**config.mk**
```make
export PLATFORM = sky130hd
export DESIGN_NAME = pin_entry_keypad_controller
export DESIGN_NICKNAME = d
export VERILOG_FILES = /design/src/pekc_pkg.sv /design/src/pekc_core.sv /design/src/pekc_obuf.sv /design/src/pin_entry_keypad_controller.sv
export SDC_FILE = /design/constraint.sdc
export NUM_CORES = 1
export LEC_CHECK = 0
export ABC_AREA = 1
export BUFFER_PORTS_ARGS = -buffer_cell sky130_fd_sc_hd__clkbuf_2
export CAP_MARGIN = 0
export CORE_MARGIN = 3
export CORE_UTILIZATION = 45
export DETAILED_ROUTE_END_ITERATION = 16
export HOLD_SLACK_MARGIN = 0.02
export PLACE_DENSITY = 0.66
export SKIP_LAST_GASP = 1
export SLEW_MARGIN = 20
export SYNTH_ARGS = -nofsm -noshare
export SYNTH_HDL_FRONTEND = slang
export SYNTH_SLANG_ARGS = --single-unit
```
**constraint.sdc**
```tcl
create_clock -name i_clk -period 2.55 [get_ports i_clk]
set_input_delay 0.1275 -clock i_clk [delete_from_list [all_inputs] [get_ports i_clk]]
set_output_delay 0.1275 -clock i_clk [all_outputs]
set_load 0.01 [all_outputs]
```
**src/pekc_pkg.sv**
```systemverilog
// ----------------------------------------------------------------------------
// pekc_pkg
// Shared types and codes for the keypad PIN-entry controller.
// ----------------------------------------------------------------------------
`default_nettype none

package pekc_pkg;

    // Default PIN length
    localparam int PIN_LEN_DEF = 4;

    // Packed PIN shown on the result: four bits per digit, last four digits
    localparam int PIN_W = 16;

    // Command codes
    localparam logic [2:0] CMD_KEY   = 3'd0;
    localparam logic [2:0] CMD_STATE = 3'd1;
    localparam logic [2:0] CMD_POLL  = 3'd2;
    localparam logic [2:0] CMD_GET   = 3'd3;
    localparam logic [2:0] CMD_ACK   = 3'd4;
    localparam logic [2:0] CMD_ERROR = 3'd5;
    localparam logic [2:0] CMD_TICK  = 3'd6;

    // Key codes
    localparam logic [3:0] KEY_DIGIT_MAX = 4'd9;
    localparam logic [3:0] KEY_MODE_A    = 4'd10;
    localparam logic [3:0] KEY_MODE_D    = 4'd13;
    localparam logic [3:0] KEY_STAR      = 4'd14;
    localparam logic [3:0] KEY_HASH      = 4'd15;

    // Reply kinds
    localparam logic [1:0] RESP_NONE = 2'd0;
    localparam logic [1:0] RESP_POLL = 2'd1;
    localparam logic [1:0] RESP_DATA = 2'd2;

    // Done messages
    localparam logic [1:0] MSG_NONE      = 2'd0;
    localparam logic [1:0] MSG_OK        = 2'd1;
    localparam logic [1:0] MSG_WRONG_PIN = 2'd2;
    localparam logic [1:0] MSG_ERROR     = 2'd3;

    // Configuration register indexes and reset values
    localparam logic CFG_UNIT_ID      = 1'b0;
    localparam logic CFG_DONE_TIMEOUT = 1'b1;
    localparam int   CFG_DATA_W       = 16;

    localparam logic [7:0]  UNIT_ID_RST      = 8'd1;
    localparam logic [15:0] DONE_TIMEOUT_RST = 16'd3000;

    // Input word
    typedef struct packed {
        logic [2:0] cmd;
        logic [3:0] key_code;
        logic [7:0] target_id;
        logic       armed_in;
        logic       wrong_pin;
    } t_in;

    // Result word
    typedef struct packed {
        logic [1:0]       response_kind;
        logic             ready_res;
        logic [PIN_W-1:0] pin_value;
        logic [2:0]       mode_key;
        logic [2:0]       digits_entered;
        logic [1:0]       done_message;
        logic             armed;
    } t_out;

endpackage

`default_nettype wire

```
**src/pekc_core.sv**
```systemverilog
// ----------------------------------------------------------------------------
// pekc_core
// Entry state, armed flag, done message and timer. Updates the state for one
// accepted word and forms the result word from the updated state.
// ----------------------------------------------------------------------------
`default_nettype none

module pekc_core
    import pekc_pkg::*;
#(
    parameter int PIN_LEN = PIN_LEN_DEF
) (
    input  wire logic                  i_clk,
    input  wire logic                  i_rst_n,
    input  wire logic                  i_accept,
    input  wire t_in                   i_in,
    output t_out                       o_res,
    input  wire logic                  i_cfg_we,
    input  wire logic                  i_cfg_idx,
    input  wire logic [CFG_DATA_W-1:0] i_cfg_data
);

    localparam int CNT_W = $clog2(PIN_LEN + 1);

    logic [7:0]       r_unit_id;
    logic [15:0]      r_timeout;
    logic [PIN_W-1:0] r_pin,   n_pin;
    logic [CNT_W-1:0] r_count, n_count;
    logic [2:0]       r_mode,  n_mode;
    logic             r_ready, n_ready;
    logic             r_armed, n_armed;
    logic [1:0]       r_done,  n_done;
    logic [15:0]      r_timer, n_timer;
    logic [1:0]       resp;
    logic             mine;
    logic             full;
    logic [15:0]      timer_inc;

    assign mine      = (i_in.target_id == r_unit_id);
    assign timer_inc = (r_timer != 16'hFFFF) ? r_timer + 16'd1 : r_timer;

    // Next state for the word at the input
    always_comb begin
        n_pin   = r_pin;
        n_count = r_count;
        n_mode  = r_mode;
        n_ready = r_ready;
        n_armed = r_armed;
        n_done  = r_done;
        n_timer = r_timer;
        resp    = RESP_NONE;
        full    = 1'b0;
        case (i_in.cmd)
            CMD_KEY: begin
                if (i_in.key_code == KEY_STAR || r_done != MSG_NONE) begin
                    // star, or any key over a done message: drop entry and message
                    n_pin   = '0;
                    n_count = '0;
                    n_mode  = 3'd0;
                    n_ready = 1'b0;
                    n_done  = MSG_NONE;
                    n_timer = 16'd0;
                end
                full = (n_count == CNT_W'(PIN_LEN));
                if (i_in.key_code != KEY_STAR && !n_ready) begin
                    if (i_in.key_code inside {[4'd0:KEY_DIGIT_MAX]}) begin
                        if (!full) begin
                            n_pin   = {n_pin[PIN_W-5:0], i_in.key_code};
                            n_count = n_count + CNT_W'(1);
                        end
                    end else if (i_in.key_code inside {[KEY_MODE_A:KEY_MODE_D]}) begin
                        if (full) begin
                            n_mode  = 3'(i_in.key_code - KEY_DIGIT_MAX);
                            n_ready = 1'b1;
                        end
                    end else if (i_in.key_code == KEY_HASH) begin
                        if (full && (n_mode != 3'd0 || r_armed)) begin
                            n_ready = 1'b1;
                        end
                    end
                end
            end
            CMD_STATE: begin
                n_armed = i_in.armed_in;
            end
            CMD_POLL: begin
                if (mine) begin
                    resp = RESP_POLL;
                end
            end
            CMD_GET: begin
                if (mine && r_ready) begin
                    resp = RESP_DATA;
                end
            end
            CMD_ACK, CMD_ERROR: begin
                if (mine) begin
                    n_pin   = '0;
                    n_count = '0;
                    n_mode  = 3'd0;
                    n_ready = 1'b0;
                    n_timer = 16'd0;
                    if (i_in.cmd == CMD_ACK) begin
                        n_done = MSG_OK;
                    end else begin
                        n_done = i_in.wrong_pin ? MSG_WRONG_PIN : MSG_ERROR;
                    end
                end
            end
            CMD_TICK: begin
                // age the message, clear it once the timeout is reached
                if (r_done != MSG_NONE) begin
                    if (timer_inc >= r_timeout) begin
                        n_done  = MSG_NONE;
                        n_timer = 16'd0;
                    end else begin
                        n_timer = timer_inc;
                    end
                end
            end
            default: begin
            end
        endcase
    end

    // Form the result word from the updated state
    always_comb begin
        o_res.response_kind  = resp;
        o_res.ready_res      = n_ready;
        o_res.pin_value      = n_pin;
        o_res.mode_key       = n_mode;
        o_res.digits_entered = (32'(n_count) > 32'd7) ? 3'd7 : 3'(32'(n_count));
        o_res.done_message   = n_done;
        o_res.armed          = n_armed;
    end

    // Advance state on each accepted word
    always_ff @(posedge i_clk) begin
        if (!i_rst_n) begin
            r_pin   <= '0;
            r_count <= '0;
            r_mode  <= 3'd0;
            r_ready <= 1'b0;
            r_armed <= 1'b0;
            r_done  <= MSG_NONE;
            r_timer <= 16'd0;
        end else if (i_accept) begin
            r_pin   <= n_pin;
            r_count <= n_count;
            r_mode  <= n_mode;
            r_ready <= n_ready;
            r_armed <= n_armed;
            r_done  <= n_done;
            r_timer <= n_timer;
        end
    end

    // Configuration registers
    always_ff @(posedge i_clk) begin
        if (!i_rst_n) begin
            r_unit_id <= UNIT_ID_RST;
            r_timeout <= DONE_TIMEOUT_RST;
        end else if (i_cfg_we) begin
            if (i_cfg_idx == CFG_UNIT_ID) begin
                r_unit_id <= i_cfg_data[7:0];
            end else begin
                r_timeout <= i_cfg_data[15:0];
            end
        end
    end

    a_count_range: assert property (@(posedge i_clk) disable iff (!i_rst_n)
        32'(r_count) <= PIN_LEN)
        else $error("digit count beyond PIN length");

    a_ready_full: assert property (@(posedge i_clk) disable iff (!i_rst_n)
        r_ready |-> (r_count == CNT_W'(PIN_LEN)))
        else $error("entry ready without a full PIN");

    a_timer_idle: assert property (@(posedge i_clk) disable iff (!i_rst_n)
        (r_done == MSG_NONE) |-> (r_timer == 16'd0))
        else $error("done timer running without a message");

    a_mode_ready: assert property (@(posedge i_clk) disable iff (!i_rst_n)
        (r_mode != 3'd0) |-> r_ready)
        else $error("mode set on an entry that is not ready");

endmodule

`default_nettype wire

```
**src/pekc_obuf.sv**
```systemverilog
// ----------------------------------------------------------------------------
// pekc_obuf
// Output register with a skid stage: takes a result word while the previous
// one still waits downstream.
// ----------------------------------------------------------------------------
`default_nettype none

module pekc_obuf
    import pekc_pkg::*;
(
    input  wire logic i_clk,
    input  wire logic i_rst_n,
    input  wire logic i_push,
    input  wire t_out i_data,
    output logic      o_ready,
    output logic      o_valid,
    output t_out      o_data,
    input  wire logic i_ready
);

    logic r_out_vld,  n_out_vld;
    logic r_skid_vld, n_skid_vld;
    t_out r_out,      n_out;
    t_out r_skid,     n_skid;

    assign o_ready = !r_skid_vld;
    assign o_valid = r_out_vld;
    assign o_data  = r_out;

    // Drain first, then place the pushed word in the first free slot
    always_comb begin
        n_out_vld  = r_out_vld;
        n_skid_vld = r_skid_vld;
        n_out      = r_out;
        n_skid     = r_skid;
        if (r_out_vld && i_ready) begin
            if (r_skid_vld) begin
                n_out      = r_skid;
                n_skid_vld = 1'b0;
            end else begin
                n_out_vld = 1'b0;
            end
        end
        if (i_push) begin
            if (!n_out_vld) begin
                n_out     = i_data;
                n_out_vld = 1'b1;
            end else begin
                n_skid     = i_data;
                n_skid_vld = 1'b1;
            end
        end
    end

    // Valid flags
    always_ff @(posedge i_clk) begin
        if (!i_rst_n) begin
            r_out_vld  <= 1'b0;
            r_skid_vld <= 1'b0;
        end else begin
            r_out_vld  <= n_out_vld;
            r_skid_vld <= n_skid_vld;
        end
    end

    // Payload
    always_ff @(posedge i_clk) begin
        r_out  <= n_out;
        r_skid <= n_skid;
    end

    a_skid_order: assert property (@(posedge i_clk) disable iff (!i_rst_n)
        r_skid_vld |-> r_out_vld)
        else $error("skid word held with empty output register");

    a_no_overrun: assert property (@(posedge i_clk) disable iff (!i_rst_n)
        r_skid_vld |-> !i_push)
        else $error("word pushed into a full buffer");

    a_skid_kept: assert property (@(posedge i_clk) disable iff (!i_rst_n)
        (r_skid_vld && !i_ready) |=> (r_skid_vld && $stable(r_skid)))
        else $error("skid word lost under stall");

endmodule

`default_nettype wire

```
**src/pin_entry_keypad_controller.sv**
```systemverilog
// ----------------------------------------------------------------------------
// pin_entry_keypad_controller
// Keypad PIN-entry controller: collects digits and a mode key, answers the
// master's poll and get commands, shows ok/error messages and ages them.
// ----------------------------------------------------------------------------
//
//  channel   ports                                      direction
//  -------   -----------------------------------------  ---------
//  input     i_in_valid / o_in_ready / i_in_data        in
//  result    o_out_valid / i_out_ready / o_out_data     out
//  config    i_cfg_we / i_cfg_idx / i_cfg_data          in
//
//  One word per cycle while o_in_ready is high: the entry state loads at the
//  edge a word is accepted; its result is offered from the next cycle if the
//  output register is free, else held in the skid stage. These two slots let
//  input continue under a stall; o_in_ready drops only when both are full.
//  Synchronous active-low reset clears the entry, armed flag and message and
//  loads unit_id = 1, done_timeout = 3000.
// ----------------------------------------------------------------------------
`default_nettype none

module pin_entry_keypad_controller
    import pekc_pkg::*;
#(
    parameter int PIN_LEN = PIN_LEN_DEF
) (
    input  wire logic                  i_clk,
    input  wire logic                  i_rst_n,
    input  wire logic                  i_in_valid,
    output logic                       o_in_ready,
    input  wire t_in                   i_in_data,
    output logic                       o_out_valid,
    input  wire logic                  i_out_ready,
    output t_out                       o_out_data,
    input  wire logic                  i_cfg_we,
    input  wire logic                  i_cfg_idx,
    input  wire logic [CFG_DATA_W-1:0] i_cfg_data
);

    logic accept;
    t_out res;

    assign accept = i_in_valid && o_in_ready;

    // Entry state and result formation
    pekc_core #(
        .PIN_LEN (PIN_LEN)
    ) u_core (
        .i_clk      (i_clk),
        .i_rst_n    (i_rst_n),
        .i_accept   (accept),
        .i_in       (i_in_data),
        .o_res      (res),
        .i_cfg_we   (i_cfg_we),
        .i_cfg_idx  (i_cfg_idx),
        .i_cfg_data (i_cfg_data)
    );

    // Result buffer
    pekc_obuf u_obuf (
        .i_clk   (i_clk),
        .i_rst_n (i_rst_n),
        .i_push  (accept),
        .i_data  (res),
        .o_ready (o_in_ready),
        .o_valid (o_out_valid),
        .o_data  (o_out_data),
        .i_ready (i_out_ready)
    );

endmodule

`default_nettype wire
```
# After elaboration in Yosys (flattened, before gate mapping)
# Index checks and enable logic that the tools add are counted.
[op_classes]
n_addsub = 3
div = 0
muxes = 58
mul = 0
reduce_logical = 20
n_lt_le_gt_ge = 5
bitwise = 1
eq_ne = 15
shift = 0
[op_table]
columns = ["operator", "n"]
rows = [
  ["16-bit 2-to-1 mux", 10],
  ["28-bit 2-to-1 mux", 4],
  ["16-bit case mux with 3 select lines", 1],
  ["3-bit 2-to-1 mux", 13],
  ["16-bit case mux with 2 select lines", 1],
  ["1-bit 2-to-1 mux", 18],
  ["16-bit by 1-bit adder with 16-bit output, second input constant", 1],
  ["16-bit greater-or-equal comparator", 1],
  ["16-bit != test, second input constant", 1],
  ["3-bit equality test, second input constant", 4],
  ["2-bit 2-to-1 mux", 6],
  ["3-bit case mux with 2 select lines", 2],
  ["4-bit equality test, second input constant", 2],
  ["8-bit equality test", 1],
  ["4-bit less-or-equal comparator, second input constant", 2],
  ["1-bit logical AND", 7],
  ["3-bit by 2-bit equality test with 1-bit output, second input constant", 2],
  ["2-bit by 1-bit != test with 1-bit output, second input constant", 3],
  ["2-bit case mux with 3 select lines", 1],
  ["2-bit AND reduction", 3],
  ["3-bit nonzero test", 2],
  ["5-bit AND reduction", 1],
  ["4-bit by 1-bit greater-or-equal comparator with 1-bit output, second input constant", 1],
  ["4-bit greater-or-equal comparator, second input constant", 1],
  ["12 further kinds", 14],
]
[word_totals]
output_inout_bits = 30
wordCells = 127
mem_bits_ro = 0
n_memories = 0
reg_bits = 124
ramBits = 0
input_bits = 39
latchBits = 0

# Depth between registers and ports, before layout
[depth]
word_depth = 15
mapped_depth = 21
ltp_nobuf = 20

# Hierarchy
# Synthesis repeated with hierarchy kept, for this count alone.
[unflattened]
cells_unflattened = 973
hier_area_um2 = 6920.4
[modules_own_cells]
columns = ["module", "seq_area_each_um2", "cells_each", "n_inst", "area_per_inst_um2"]
rows = [
  ["pekc_core", 1321.3, 684, 1, 4421.7],
  ["pekc_obuf", 1441.4, 287, 1, 2491.1],
  ["pin_entry_keypad_controller", 0.0, 2, 1, 7.5],
]

# Worst setup path after synthesis
# OpenSTA, ideal clock, no wires.
[synth_path]
path_kind = "reg-to-reg"
from = "reg u_core.r_timer[0]"
to = "reg u_core.r_timer[6]"
setup_time_ns = 0.071
t_arrival_ns = 2.603
path_stages_with_launch = 18
synth_period_minus_slack_ns = 2.674
setup_slack_ns = -0.124
path_cell_list = "dfxtp_1 > ha_1 > nand3_1 > inv_1 > nand2_1 > nor2_4 > buf_6 > a21oi_1 > inv_1 > ha_1 > a21oi_1 > nand2_1 > a21oi_1 > nand3_1 > buf_2 > nor2_1 > nand3_1 > a21oi_1"
[synth_via]
elab_chain_len = 6
[synth_rtl]
columns = ["item", "line_no", "text"]
rows = [
  ["from (decl)", "pekc_core.sv:33", "logic [15:0] r_timer, n_timer;"],
  ["from (signal assigned)", "pekc_core.sv:154", "r_timer <= n_timer;"],
  ["16-bit by 1-bit adder with 16-bit output / 16-bit != test (equally long branches)", "pekc_core.sv:40", "assign timer_inc = (r_timer != 16'hFFFF) ? r_timer + 16'd1 : r_timer;"],
  ["16-bit 2-to-1 mux *", "pekc_core.sv:40", ""],
  ["16-bit greater-or-equal comparator", "pekc_core.sv:113", "if (timer_inc >= r_timeout) begin"],
  ["16-bit 2-to-1 mux *", "pekc_core.sv:113", ""],
  ["16-bit 2-to-1 mux *", "pekc_core.sv:112", "if (r_done != MSG_NONE) begin"],
  ["16-bit case mux with 3 select lines *", "pekc_core.sv:53", "case (i_in.cmd)"],
]
# Every way passes the cells marked *; elsewhere a longest branch is shown, timed or not. The select of a mux whose other input is x is not followed.
# A chain may end at the register's enable or synchronous reset.

# Final worst setup path
[layout_path]
from = "reg u_core.r_timer[1]"
to = "reg u_core.r_timer[3]"
# The elaborated chain is that of the path after synthesis.

==> results.cfg <==
[cts]
max-clock-path-buffers = 2
clock_latency_ns = 0.42
cts-root-buf = clkbuf_16
path_clk_slew_ns = 0.06
cts_sinks = 124
htree_levels = 4
cts_buffers = 17
cts_tree = built

[critical_path]
ff2ff_path_depth = 17
crit_fanout = 8
criticalPathCategory = register to register
worstPathRequired_ns = 2.82
end_kind = register
cp_data_arrival_time_ns = 2.99
critPathLaunchType = register

[sta]
finalCritPeriodShare_pct = 106.4
layout_setup_ws_ns = -0.1643
hold_violations = 0
min_period_ns = 2.714
fin_hold_ws_ns = 0.05671
finalSetupViolations = 22
worst_slew_pin_slew_ns = 0.6274
drv_slew = 0
fmax_mhz = 368.4
maxSlewHeadroom_pct = 57.73
rsz0062_at_grt = true
fin_skew_ns = 0.009787

[global_routing]
antenna_found_initial = 0
grt_max_degree = 40
grt_pass1_wl_mm = 31.17
grtUsageTotal_pct = 21.95
overflow = 0
grt_pass1_vias = 6387

[logic_synthesis]
synth_nets = 1030
synth_cells = 968
synth_top_area_share_pct = 27.15
synth.largest_area_cell = dfxtp_1
netlist_area_um2 = 7078
synth_edf_count = 28
synth_area_leaders = dfxtp_1 (27%), nand2_1 (13%), edfxtp_1 (12%)
synth.yosys.seq_area_share_pct = 39.03
async_flop_share_pct = 0
yosys_most_used_dff = dfxtp_1
ys_seq_elements = 124
synth.distinct_cells = 43
yosys_warnings = 0
avgSynthCellArea_um2 = 7.312

[power]
seq_power_share_pct = 41.3
clockPowerShare_pct = 41.6
swShare_pct = 29.41
power_density_nw_per_um2 = 575.7
combPwrFrac_pct = 17.1
ir_drop_v = 0.0004777
leakage_nw = 4.496
power_w = 0.005450
internal_power_w = 0.003847
netSwitchingPower_w = 0.001603

[outcome]
violations = negative setup slack
run_status = complete, but fails checks

[job]
maxCapViolations = 0

[finish]
stdcell_count = 1331
mostFrequentLayoutCell = nand2_1
num-nets-final = 1169
drive_gt1_share_pct = 32.41
post-route-util_pct = 61.81
layout_common_cells = nand2_1 (228), inv_1 (104), dfxtp_1 (88), nor2_1 (72), buf_4 (70)
area_growth_pct = 33.75
n_fill_cell = 1347
diodes = 0

[place]
gp_congestion = 0.9070
portBuffers = 68
post-place-ws_ns = -0.3175
dpl.hpwl_mm = 12.19
placedCellCount = 1258

[floorplan]
die_h_um = 131.4
die-area_um2 = 17270
boundaryPins = 69
start_util_pct = 46.22
row_count = 45
core_area_um2 = 15310
die_w_um = 131.4

[route]
top_layer_used = met4
drt-pass1-iter-count = 5
ant_nets = 0
post_drt_via_cell_ratio = 5.116
m1WireLength_mm = 8.790
route.met3.wl_um = 960
dr_wl_met2_mm = 9.650
wirelength_mm = 19.79
routedWlPerCell_um = 14.87
vias = 6810
drc_errors = 0
drt_iter0_markers = 452

[hold_path]
hold_path.class = input pin to register
min_path_cells = 3
cell type report:
type | instances | area (µm²) | area share, %
clock buffer | 18 | 429.2 | 4.533
clock inverter | 14 | 120.1 | 1.269
inverter | 124 | 474.2 | 5.009
multi-input combinational | 675 | 4213 | 44.50
sequential | 124 | 2788 | 29.45
tap | 211 | 264.0 | 2.789
timing repair buffer | 165 | 1179 | 12.45
power groups by stage:
stage,Clock (W),Sequential [W],Combinational (W)
final,0.00227,0.00225,0.000933
after global routing,0.00239,0.00227,0.00104
after CTS,0.00230,0.00225,0.000918
after detailed placement,0,0.00230,0.000880
after global placement,0,0.00229,0.000871
after floorplan,0,0.00232,0.000600
what timing repair did:
item / in CTS / in global routing
pin swaps: 29 / 36
endpoints found under the setup margin: 22 / 22
resized for setup: 79 / 83
hold buffers: 16 / 0
setup buffers: 15 / 9
hold endpoints to repair: 24 / 0
gates cloned: 1 / 0
logic make-up after synthesis:
group / share of synthesized area, %
buf+inv: 10.25
xor+xnor: 1.361
fa+ha+maj: 4.066
simple gates: 32.17
flops: 39.03
mux: 0.4773
compound gates: 12.64
sequential cells by signal, summed over array words and instances (netlist names), 2 cells and up:
register and count:
u_core.r_done 2, u_obuf.o_data 28, u_obuf.r_skid 28, u_core.r_unit_id 8, u_core.r_mode 3, u_core.r_count 3
u_core.r_timer 16, u_core.r_pin 16, u_core.r_timeout 16
routing by layer:
metal	vias up	track usage, %
met2	183	36.93
met5	-	0
met1	3147	28.37
met3	28	4.211
met4	0	7.351
li1	3452	-
final timing paths:
kind                                                         from                                end  slack (ns)
worst max-delay path               u_core.r_timer[1]$_SDFFE_PN0P_     u_core.r_timer[3]$_SDFFE_PN0P_       -0.16
worst min-delay path                                   i_in_valid       u_obuf.r_skid_vld$_SDFF_PN0_        0.06
worst min register to register  u_core.r_timeout[15]$_SDFFE_PN0P_  u_core.r_timeout[15]$_SDFFE_PN0P_        0.47
worst max register to register     u_core.r_timer[1]$_SDFFE_PN0P_     u_core.r_timer[3]$_SDFFE_PN0P_       -0.16
critical path, stage by stage (launching register included):
cell and delay (ns):
dfxtp_4 0.39, ha_4 0.18, nand3_4 0.10, inv_4 0.07
buf_4 0.10, nand3_2 0.07, a21oi_4 0.20, inv_2 0.08
ha_4 0.27, nand4_1 0.15, nor3_4 0.21, buf_6 0.15
nand3_4 0.08, nand3_4 0.15, buf_12 0.17, nor2_2 0.04
nand3_1 0.07, a21oi_1 0.07
Yosys cell counts (3+ instances only):
| library cell | n |
|---|---|
| a21oi_1 | 59 |
| buf_4 | 4 |
| a31oi_1 | 38 |
| nand2_1 | 243 |
| nand2_4 | 4 |
| edfxtp_1 | 28 |
| nand2_2 | 19 |
| o21ai_1 | 13 |
| o21bai_1 | 6 |
| o21ai_0 | 27 |
| ha_1 | 23 |
| or2_2 | 3 |
| xnor2_1 | 9 |
| nand3_1 | 56 |
| clkbuf_1 | 15 |
| o211ai_1 | 9 |
| mux2_2 | 3 |
| nand3_2 | 14 |
| buf_2 | 19 |
| inv_1 | 114 |
| nor2_1 | 98 |
| nor3_1 | 6 |
| nand4_1 | 19 |
| inv_2 | 7 |
| nand4_2 | 10 |
| dfxtp_1 | 96 |
metrics by stage:
step / cell area, µm² / setup TNS, ns
after CTS: 9055 / -0.07959
final: 9467 / -2.827
after floorplan: 7092 / 0
after detailed placement: 7875 / -5.992
after global routing: 9467 / -5.645
after global placement: 7875 / -4.580
No activity file was read; power rests on OpenSTA's default activity.
